## config.mk

```make
export PLATFORM = sky130hd
export DESIGN_NAME = kmat_cell
export DESIGN_NICKNAME = d
export VERILOG_FILES = /design/src/sv/keyed_max_aggregation_table_defines.svh /design/src/sv/kmat_pkg.sv /design/src/sv/kmat_cell.sv
export SDC_FILE = /design/constraint.sdc
export NUM_CORES = 1
export LEC_CHECK = 0
export ABC_AREA = 1
export BUFFER_PORTS_ARGS = -buffer_cell sky130_fd_sc_hd__buf_2
export CORE_AREA = 8 8 215 217
export DETAILED_ROUTE_END_ITERATION = 8
export DIE_AREA = 0 0 223 225
export GPL_ROUTABILITY_DRIVEN = 0
export PLACE_DENSITY_LB_ADDON = 0.08
export SLEW_MARGIN = 20
export SYNTH_ARGS = -nofsm -noshare
export SYNTH_HDL_FRONTEND = slang
export SYNTH_SLANG_ARGS = --single-unit
```

## constraint.sdc

```tcl
create_clock -name clk -period 5.1 [get_ports clk]
set_input_delay 0.255 -clock clk [delete_from_list [all_inputs] [get_ports clk]]
set_output_delay 0.255 -clock clk [all_outputs]
set_load 0.005 [all_outputs]
```

## src/sv/keyed_max_aggregation_table_defines.svh

```systemverilog
// Assertion macros shared by the keyed max aggregation table RTL.
`ifndef KEYED_MAX_AGGREGATION_TABLE_DEFINES_SVH
`define KEYED_MAX_AGGREGATION_TABLE_DEFINES_SVH

// Check a condition at every clock edge outside reset.
`define KMAT_ASSERT_ALWAYS(label, clk, rst_n, cond, msg) \
  label: assert property (@(posedge clk) disable iff (!rst_n) (cond)) else $error(msg);

// Check that a consequent holds in the same cycle as its antecedent.
`define KMAT_ASSERT_IMPLY(label, clk, rst_n, ante, cons, msg) \
  label: assert property (@(posedge clk) disable iff (!rst_n) (ante) |-> (cons)) else $error(msg);

`endif

```

## src/sv/kmat_pkg.sv

```systemverilog
// Types and state codes shared by the keyed max aggregation table modules.
`timescale 1ns / 1ps
package kmat_pkg;

  localparam int unsigned KEY_W    = 16;
  localparam int unsigned FACTOR_W = 32;
  localparam int unsigned DEGREE_W = 3;
  localparam int unsigned NORMS_W  = 64;
  localparam int unsigned LANE_W   = 16;
  localparam int unsigned LANES    = NORMS_W / LANE_W;

  typedef enum logic [1:0] {
    ST_IDLE,
    ST_MERGE,
    ST_EMIT
  } kmat_state_t;

  typedef struct packed {
    logic [KEY_W-1:0]    key_a;
    logic [KEY_W-1:0]    key_b;
    logic [FACTOR_W-1:0] factor;
    logic                has_degree;
    logic                has_norms;
    logic [DEGREE_W-1:0] degree;
    logic [NORMS_W-1:0]  norms_lo;
    logic [NORMS_W-1:0]  norms_hi;
  } kmat_item_t;

  typedef struct packed {
    logic [KEY_W-1:0]    key;
    logic [FACTOR_W-1:0] factor;
    logic [DEGREE_W-1:0] degree;
    logic [NORMS_W-1:0]  norms_lo;
    logic [NORMS_W-1:0]  norms_hi;
  } kmat_entry_t;

  typedef struct packed {
    logic shift;
    logic load;
    logic merge;
    logic sel_b;
  } kmat_cell_op_t;

endpackage

```

## src/sv/kmat_cell.sv

```systemverilog
// One table cell: holds an entry, compares keys, merges, loads or takes its neighbor's entry.
`timescale 1ns / 1ps
module kmat_cell (
  input  logic                  clk,
  input  kmat_pkg::kmat_item_t  item,
  input  kmat_pkg::kmat_cell_op_t op,
  input  logic                  occupied,
  input  kmat_pkg::kmat_entry_t nbr,
  output kmat_pkg::kmat_entry_t entry,
  output logic                  match_a,
  output logic                  match_b
);
  import kmat_pkg::*;

  kmat_entry_t entry_r;
  kmat_entry_t entry_nxt;

  function automatic logic [NORMS_W-1:0] lane_max(input logic [NORMS_W-1:0] a,
                                                 input logic [NORMS_W-1:0] b);
    logic [NORMS_W-1:0] r;
    r = '0;
    for (int unsigned l = 0; l < LANES; l++) begin
      if (a[l*LANE_W +: LANE_W] > b[l*LANE_W +: LANE_W]) begin
        r[l*LANE_W +: LANE_W] = a[l*LANE_W +: LANE_W];
      end else begin
        r[l*LANE_W +: LANE_W] = b[l*LANE_W +: LANE_W];
      end
    end
    return r;
  endfunction

  assign match_a = occupied && (entry_r.key == item.key_a);
  assign match_b = occupied && (entry_r.key == item.key_b);
  assign entry   = entry_r;

  always_comb begin
    entry_nxt = entry_r;
    priority if (op.shift) begin
      entry_nxt = nbr;
    end else if (op.load) begin
      entry_nxt.key      = op.sel_b ? item.key_b : item.key_a;
      entry_nxt.factor   = item.factor;
      entry_nxt.degree   = item.has_degree ? item.degree : '0;
      entry_nxt.norms_lo = item.has_norms ? item.norms_lo : '0;
      entry_nxt.norms_hi = item.has_norms ? item.norms_hi : '0;
    end else if (op.merge) begin
      if (item.factor > entry_r.factor) begin
        entry_nxt.factor = item.factor;
      end
      if (item.has_degree) begin
        if (item.degree > entry_r.degree) begin
          entry_nxt.degree = item.degree;
        end
        if (item.has_norms) begin
          entry_nxt.norms_lo = lane_max(entry_r.norms_lo, item.norms_lo);
          entry_nxt.norms_hi = lane_max(entry_r.norms_hi, item.norms_hi);
        end
      end
    end else begin
      entry_nxt = entry_r;
    end
  end

  always_ff @(posedge clk) begin
    entry_r <= entry_nxt;
  end

endmodule

```

==> metrics.txt, run 1 <==
status complete, no violations; buffer count from post-CTS setup fixing 0; Area Growth Syn to Fin 31.02%; met1 WL 21,500 um; worst path required time 5.26 ns; Port Buffer Count around 560; number of H-tree levels 4; 1st-iter DRT viols 602; WL met2 26,160 um; VDD IR-drop max 194.7 uV; Gates resized, CTS repair 0; critical path startpoint category flip-flop; root buffer cell clkbuf_16; synthesized cell area roughly 13,000 um2; max cap viols 0; hpwl dp 42,400 um; WL/cell roughly 20 um; grt ovf 0; num rows 76; clk buf depth 2; min cycle time layout ~2.5 ns; warnings from Yosys 0; Worst-Skew Late Latency 0.46 ns; Max FO, Critical Path 9; vias in the first global route 13,199; Initial Utilization 29.55%; DRT Wirelength between 50,000 and 60,000 um; share of cells above drive strength 1 29.00%; # DRC 0; CTS buffer count 17; Seq/Total Area, Yosys a little over two fifths; final hold vios 0; Synth Register Bits 179; ranking of synthesized cells by area edfxtp_1 43%, ha_1 16%, nand2_1 15%, inv_1 6.1%, nand3_1 5.9%; Clock Pin Slew Worst Setup and Hold Paths roughly 0.07 ns; die width between 200 and 250 um; fmax 404.2 MHz; largest net degree at the start of global routing 111; ANT nets after route 0; highest routed metal layer met5; Die Span Y between 200 and 250 um; CTS tree yes; DR vias 12,503; fin. max-slew vios 0; Yosys cell types 33; vias per cell 4.692; CTS sink count 179; Leak around 0.009 uW; antenna violations before repair 19; Least-Margin Pin Slew ~1 ns; Hold/Removal Path Class primary input to flip-flop; core area around 43,000 um2; Mapped Avg Cell Area a little over 8 um2; cts hold-fix bufs 0; Final Cycle Share 48.51%; Die ar. ~50,000 um2; net count after synthesis 2,104; Final TNS setup 0 ns; Worst Skew 0.01057 ns; Mapped Cells between 1,500 and 2,000; max FFs per register about 180; crit end category flip-flop; Worst Path Arrival roughly 2.6 ns; Max-slew headroom about 34%; CP startpoint entry[127]$_DFFE_PP_; Hold Startpoint nbr[75]; total chip power 4468 uW; RSZ-0062 raised after global routing no; R2R Path Start entry[127]$_DFFE_PP_; total iterations of the first detailed-routing run 5; final setup vio count 0; first-pass GRT wire length 79,150 um; PwrDens about 270 nW/um2; CP Class flip-flop to flip-flop; Tot GR Track Use 20.49%; post-synth top area cell edfxtp_1; # IOs approximately 560; WL met3 4203 um; Layout Nets 2,639; Yosys top cell area share 42.60%
==> cell type report <==
cell class / instances / area [um2]
antenna: 12 / 30.03
sequential: 179 / 5375
fill: 4573 / 26160
timing repair buffer: 570 / 2883
multi-input combinational: 1117 / 6221
tap: 546 / 683.2
inverter: 209 / 789.5
clock buffer: 19 / 432.9
clock inverter: 13 / 117.6
==> metal layers <==
metal	track usage [%]	vias up
li1	-	6259
met1	23.27	5793
met2	36.08	385
met3	6.831	52
met4	6.393	14
met5	0	-
==> cell usage after synthesis <==
master and number:
nand4_1 9, nand2_1 520, inv_2 3, nor4_1 2, buf_6 1, edfxtp_1 179, buf_1 2, o2111ai_1 1
nand3_1 148, o22ai_1 6, ha_1 163, a211oi_1 3, nor3_1 5, inv_1 206, xor2_1 6, buf_4 1
nor2_1 77, a221oi_2 1, a221oi_1 2, a21oi_1 83, a31oi_1 9, or2_2 4, o21bai_1 1, nand3b_1 1
a21o_1 1, o21a_1 8, o21ai_0 51, a21boi_0 2, buf_2 37, clkbuf_1 13, o21ai_1 10, a22o_1 2
nor2_2 2
==> kinds of logic (layout without fill, tap and decap cells) <==
kind of cell | after synthesis | in the layout | synth area share, %
fa+ha+maj | 163 | 163 | 16.16
other cells | 0 | 12 | 0
flops | 179 | 179 | 42.60
buf+inv | 263 | 811 | 8.280
compound gates | 180 | 180 | 7.814
simple gates | 768 | 768 | 24.73
xor+xnor | 6 | 6 | 0.4165
==> worst max-delay path, stage by stage, from the launching register on <==
cell and delay, ns:
edfxtp_1 0.41, ha_1 0.31, nand2_1 0.07, nor2_1 0.15
nand4_1 0.10, inv_1 0.09, a31oi_1 0.07, a21oi_1 0.67
buf_4 0.31
==> final timing paths <==
kind | endpoint | slack (ns) | depth (start not counted)
setup / recovery | entry[117]$_DFFE_PP_ | 2.63 | 8
setup reg to reg | entry[117]$_DFFE_PP_ | 2.63 | 8
hold reg to reg | entry[130]$_DFFE_PP_ | 0.97 | 4
hold / removal | entry[75]$_DFFE_PP_ | 0.06 | 3
==> layout by cell type (no fill, tap or decap), drive strengths merged, types with 2 or more instances in the layout <==
cell	Yosys	routed
a211oi	3	3
buf	41	570
nand4	9	9
o21ai	61	61
xor2	6	6
nor3	5	5
a221oi	3	3
a21boi	2	2
bufinv	0	2
clkinv	0	8
o22ai	6	6
nor4	2	2
a21oi	83	83
clkbuf	13	19
a22o	2	2
clkinvlp	0	3
o21a	8	8
edfxtp	179	179
inv	209	209
nand3	148	148
or2	4	4
ha	163	163
a31oi	9	9
nor2	79	79
nand2	520	520
diode	0	12
==> stage by stage <==
stage / instances / util (%) / setup WS (ns) / hold WS, ns / instance area, um2
floorplan: 1559 / - / 2.742 / 0.4336 / 12620
global route: 2660 / 38.69 / 2.389 / 0.04742 / 16520
finish: 2665 / 38.72 / 2.626 / 0.06381 / 16530
global placement: 2621 / 37.35 / 2.144 / 0.5259 / 15950
CTS: 2653 / 38.64 / 2.533 / 0.02749 / 16500
detailed placement: 2621 / 37.35 / 2.030 / 0.5290 / 15950
==> where the power goes <==
group	total, uW	internal [uW]	switching (uW)
Clock	1330	711	616
Combinational	1200	493	702
Sequential	1950	1840	109
(Power assumes the default switching activity.)
==> inputs of run 2 (changes only) <==
==> constraint.sdc (replaced) <==
create_clock -name clk -period 2.27 [get_ports clk]
set_input_delay 0.1135 -clock clk [delete_from_list [all_inputs] [get_ports clk]]
set_output_delay 0.1135 -clock clk [all_outputs]
set_load 0.005 [all_outputs]
==> run 2 against run 1 <==
Compared with the run above:
- die area is the same
- flip-flop and latch count is the same
- critical path type unchanged
- clock-buffer cell count grew 2
- core utilization grew 8.9 points
==> metrics.txt, run 2 (synthesis results as in run 1) <==
vias in the first global route between 10,000 and 15,000; VDD IR-drop max approximately 510 uV; gr busiest metal met2; P_sw 3302 uW; Initial Utilization 29.55%; status complete, no violations; Final Cycle Share 92.34%; num rows between 70 and 80; min cycle time layout between 2 and 2.5 ns; Global Route met2 Usage 37.30%; largest net degree at the start of global routing 72; final hold vios 0; final setup vio count 0; DR vias 14,020; critical path startpoint category flip-flop; final core utilization 47.59%; Worst Path Arrival 2.28 ns; clock share of power 28.4%; PwrDens between 500 and 600 nW/um2; Die ar. 50,180 um2; M3 GR Usage 7.417%; Hold/Removal Path Class primary input to flip-flop; most common cell after layout, fill and taps aside buf_2; Leak 0.01072 uW; post-route setup slack around 0.17 ns; hold path depth 3; combinational power share roughly 31%; number of H-tree levels 4; reg2reg path depth 11; CTS buffer count 17; Die Span Y 225 um; WL/cell 18.24 um; Area Growth Syn to Fin 61.04%; buffer count from post-CTS setup fixing 0; CP Class flip-flop to flip-flop; most frequent cells in the layout 561 x buf_2, 519 x nand2_1, 356 x dlygate4sd3_1; CTS tree yes; grt ovf 0; Reg power frac 40.4%; worst path required time 2.45 ns; Worst-Skew Late Latency 0.49 ns; Final TNS setup 0 ns; max cap viols 0; Clock Pin Slew Worst Setup and Hold Paths 0.07 ns; vias per cell 4.613; Hold Crit Endpoint entry[53]$_DFFE_PP_; Port Buffer Count 562; die width 223 um; 1st-iter DRT viols 714; # IOs 563; Max-slew headroom 43.36%; crit end category flip-flop; Max FO, Critical Path 32; share of cells above drive strength 1 25.46%; Tot GR Track Use between 20% and 30%; # DRC 0; core area 42,700 um2; FF-to-FF setup slack roughly 0.17 ns; Layout Nets 3,014; met1 GRT Util between 20% and 30%; max FFs per register 179; fmax between 400 and 500 MHz; reg2reg end entry[135]$_DFFE_PP_; Least-Margin Pin Slew 0.8496 ns; Fill cells 4,222; Worst Skew 0.01220 ns; WHS 0.05874 ns; pre-CTS WS 0.2107 ns; total iterations of the first detailed-routing run 5; antenna violations before repair 25; R2R Path Start entry[162]$_DFFE_PP_; first-pass GRT wire length ~85,000 um; ANT nets after route 0; clk buf depth 2; CTS sink count 179; switching share of power 30.61%; root buffer cell clkbuf_16; Hold Startpoint item[53]; DRT Wirelength 55,440 um; Int Pwr 7483 uW; total chip power 10,790 uW; RSZ-0062 raised after global routing no; hpwl dp 42,730 um; fin. max-slew vios 0
[run 2: changes by cell type in the layout (fill, tap and decap cells not counted), moves of 3 or more]
cell | before | now
a21oi_1 | 79 | 75
clkinv_1 | 4 | 1
diode_2 | 12 | 15
dlygate4sd3_1 | 0 | 356
buf_4 | 7 | 22
buf_12 | 0 | 5
a21oi_2 | 4 | 8
[run 2: power by group through the flow]
stage / sequential (uW) / clock, uW / combinational, uW
floorplan: 4430 / 0 / 1340
global placement: 4410 / 0 / 2800
detailed placement: 4430 / 0 / 2790
CTS: 4360 / 3180 / 3410
global route: 4400 / 3270 / 3810
finish: 4350 / 3060 / 3370
[run 2: final cells by class]
cell class              count  area (um2)  area share, %
well taps                 546       683.2          3.362
diodes                     15       37.54         0.1847
flip-flops and latches    179        5375          26.45
clock buffers              21       440.4          2.167
multi-input cells        1117        6236          30.69
repair buffers            945        6648          32.71
inverters                 209       789.5          3.885
clock inverters             7       111.4         0.5480
[run 2: worst max path at each step]
stage	start	end	slack (ns)
floorplan	entry[162]$_DFFE_PP_	entry[131]$_DFFE_PP_	0.002
global placement	entry[162]$_DFFE_PP_	entry[157]$_DFFE_PP_	0.21
detailed placement	entry[162]$_DFFE_PP_	entry[162]$_DFFE_PP_	0.21
CTS	entry[162]$_DFFE_PP_	entry[152]$_DFFE_PP_	0.19
global route	entry[162]$_DFFE_PP_	entry[161]$_DFFE_PP_	0.02
finish	entry[162]$_DFFE_PP_	entry[135]$_DFFE_PP_	0.17
[run 2: metal layers]
layer	up-vias	wire, um
met5	-	115
met4	20	1660
met3	95	4175
met2	448	26870
met1	6450	22620
li1	7007	-
[run 2: metrics by stage]
stage	cells	instance area, um2
after floorplan	1559	12650
after global placement	2640	16170
after detailed placement	2640	16170
after CTS	3024	20280
after global routing	3036	20310
final	3039	20320
[run 2: repair_timing]
action / CTS / global route
hold buffers: 356 / 0
gates resized for setup: 0 / 0
hold endpoints to repair: 179 / 0
setup endpoints to repair: 0 / 0
[run 2: critical path, stage by stage, from the launching register on]
cell      delay [ns]
edfxtp_1        0.35
inv_1           0.05
ha_1            0.28
nand2_1         0.07
nor2_1          0.14
nand2_1         0.12
nor2_1          0.23
nand2_1         0.08
nand2_1         0.06
nand2_1         0.06
nand2_1         0.10
buf_12          0.23
==> inputs of run 3 (changes only) <==
==> constraint.sdc (replaced) <==
create_clock -name clk -period 2.27 [get_ports clk]
set_input_delay 0.5675 -clock clk [delete_from_list [all_inputs] [get_ports clk]]
set_output_delay 0.5675 -clock clk [all_outputs]
set_load 0.005 [all_outputs]
==> run 3 against run 2 <==
Compared with the run above:
- the flow now finishes with violations (setup timing)
- first-iteration DRC count fell by 1.5%
- combinational power fell by 16%
- clock power decreased by 6%
- largest cell class is now multi-input combinational cells
==> metrics.txt, run 3 (synthesis results as in run 1) <==
Critical Path Max Stage Delay 0.46 ns; Least-Margin Pin Slew 0.6574 ns; Fill cells 4,500; vias per cell 4.624; FF-to-FF setup slack 0.23 ns; Clock Pin Slew Worst Setup and Hold Paths around 0.070 ns; Cell Chain, Critical Path xor2_1, nor4_2, nand3_2, nor2_2, buf_2; min cycle time layout ~2.4 ns; Tot GR Track Use between 20 and 25%; failing checks setup timing; number of H-tree levels 4; pre-CTS WS -0.06520 ns; max cap viols 0; most frequent cells in the layout 561 x buf_2, 517 x nand2_1, 204 x inv_1; Worst-Skew Late Latency 0.49 ns; FF/Latch Area between 5000 and 6000 um2; reg2reg end entry[49]$_DFFE_PP_; Layout Nets 2,675; max FFs per register ~180; final setup vio count 2; hold path depth 3; Initial Utilization 29.55%; PwrDens just under 600 nW/um2; 1st-iter DRT viols around 700; Die ar. 50,180 um2; Die Span Y 225 um; Worst Path Arrival between 1.5 and 2 ns; grt ovf 0; Hold/Removal Path Class primary input to flip-flop; ANT nets after route 0; crit end category output pin; RSZ-0062 raised after global routing yes; DRT Wirelength 52,820 um; Worst Skew 0.007843 ns; R2R Path Start entry[63]$_DFFE_PP_; cts hold-fix bufs 0; reg2reg path depth 7; root buffer cell clkbuf_16; fin. max-slew vios 0; Hold Startpoint nbr[62]; Max FO, Critical Path 4; total iterations of the first detailed-routing run 7; clk buf depth 2; Max-slew headroom between 50 and 60%; core area about 43,000 um2; area occupied by multi-input gates 6295 um2; share of cells above drive strength 1 30.75%; Hold Crit Endpoint entry[62]$_DFFE_PP_; CP Class flip-flop to output pin; num rows 76; Port Buffer Count ~560; DR vias 12,458; # IOs between 500 and 600; CTS tree yes; VDD IR-drop max 446.6 uV; Area Growth Syn to Fin 34.78%; final hold vios 0; Final TNS setup -0.1228 ns; placed cell area around 16,000 um2; CTS sink count 179; Final Cycle Share 104.2%; antenna violations before repair 20; first-pass GRT wire length 78,320 um; most common cell after layout, fill and taps aside buf_2; largest net degree at the start of global routing between 100 and 150; die width 223 um; CTS buffer count 17; Leak 0.009254 uW; hpwl dp 42,730 um; Worst path slowest cell edfxtp_1; worst path required time 1.70 ns; vias in the first global route 12,952; # DRC 0; WL/cell a little under 20 um; Final Cell Area 17,010 um2; status finished, violations left; fmax 422.9 MHz; critical path startpoint category flip-flop; post-route setup slack -0.09485 ns
-- run 3: cell count changes in the layout (fill, tap and decap cells not counted), moves of 5 or more --
cell | before | now
buf_12 | 5 | 14
dlygate4sd3_1 | 356 | 0
buf_4 | 22 | 30
clkinv_1 | 1 | 6
diode_2 | 15 | 5
-- run 3: timing repair --
action | CTS | global route
pin swaps | 6 | 8
resized for setup | 7 | 8
buffers inserted | 8 | 3
setup endpoints to repair | 2 | 11
-- run 3: worst max path at each step --
stage,start,endpoint
after floorplan,item[105],entry[100]$_DFFE_PP_
after global routing,entry[169]$_DFFE_PN_,match_a
after detailed placement,item[164],entry[139]$_DFFE_PP_
after CTS,entry[173]$_DFFE_PN_,match_a
final,entry[169]$_DFFE_PN_,match_a
after global placement,item[164],entry[138]$_DFFE_PP_
-- run 3: metal layers --
| layer | global-route usage [%] | up-vias | share of wire (%) |
|---|---|---|---|
| met1 | 23.59 | 5667 | 41 |
| met3 | 7.846 | 60 | 7.9 |
| met5 | 0 | - | 0.37 |
| met2 | 35.51 | 379 | 49 |
| met4 | 4.715 | 30 | 1.1 |
| li1 | - | 6322 | - |
-- run 3: stage by stage --
step	cells	utilization (%)	power, uW	hold slack [ns]
floorplan	1559	-	5762	0.7461
global placement	2647	38.26	7246	0.8376
detailed placement	2647	38.26	7255	0.8400
CTS	2687	39.71	10260	0.2936
global route	2692	39.82	10730	0.3138
finish	2694	39.83	10080	0.3442
-- run 3: layout make-up --
class / count / area share [%]
Tap cell: 546 / 4.017
Antenna cell: 5 / 0.07357
Timing Repair Buffer: 606 / 19.55
Inverter: 209 / 4.642
Clock buffer: 20 / 2.567
Clock inverter: 12 / 0.5370
Sequential cell: 179 / 31.60
Multi-Input combinational cell: 1117 / 37.01
-- run 3: critical path: cells and delay by family, from the launching register on --
family | cells | cell delay [ns]
xor+xnor | 1 | 0.19
buf+inv | 1 | 0.12
flops | 1 | 0.46
simple gates | 3 | 0.54
-- run 3: power by group --
part	leakage (uW)	switching, uW	internal [uW]
registers	0.00187	237	4120
logic	0.00714	1610	1220
clock network	0.000241	1400	1480
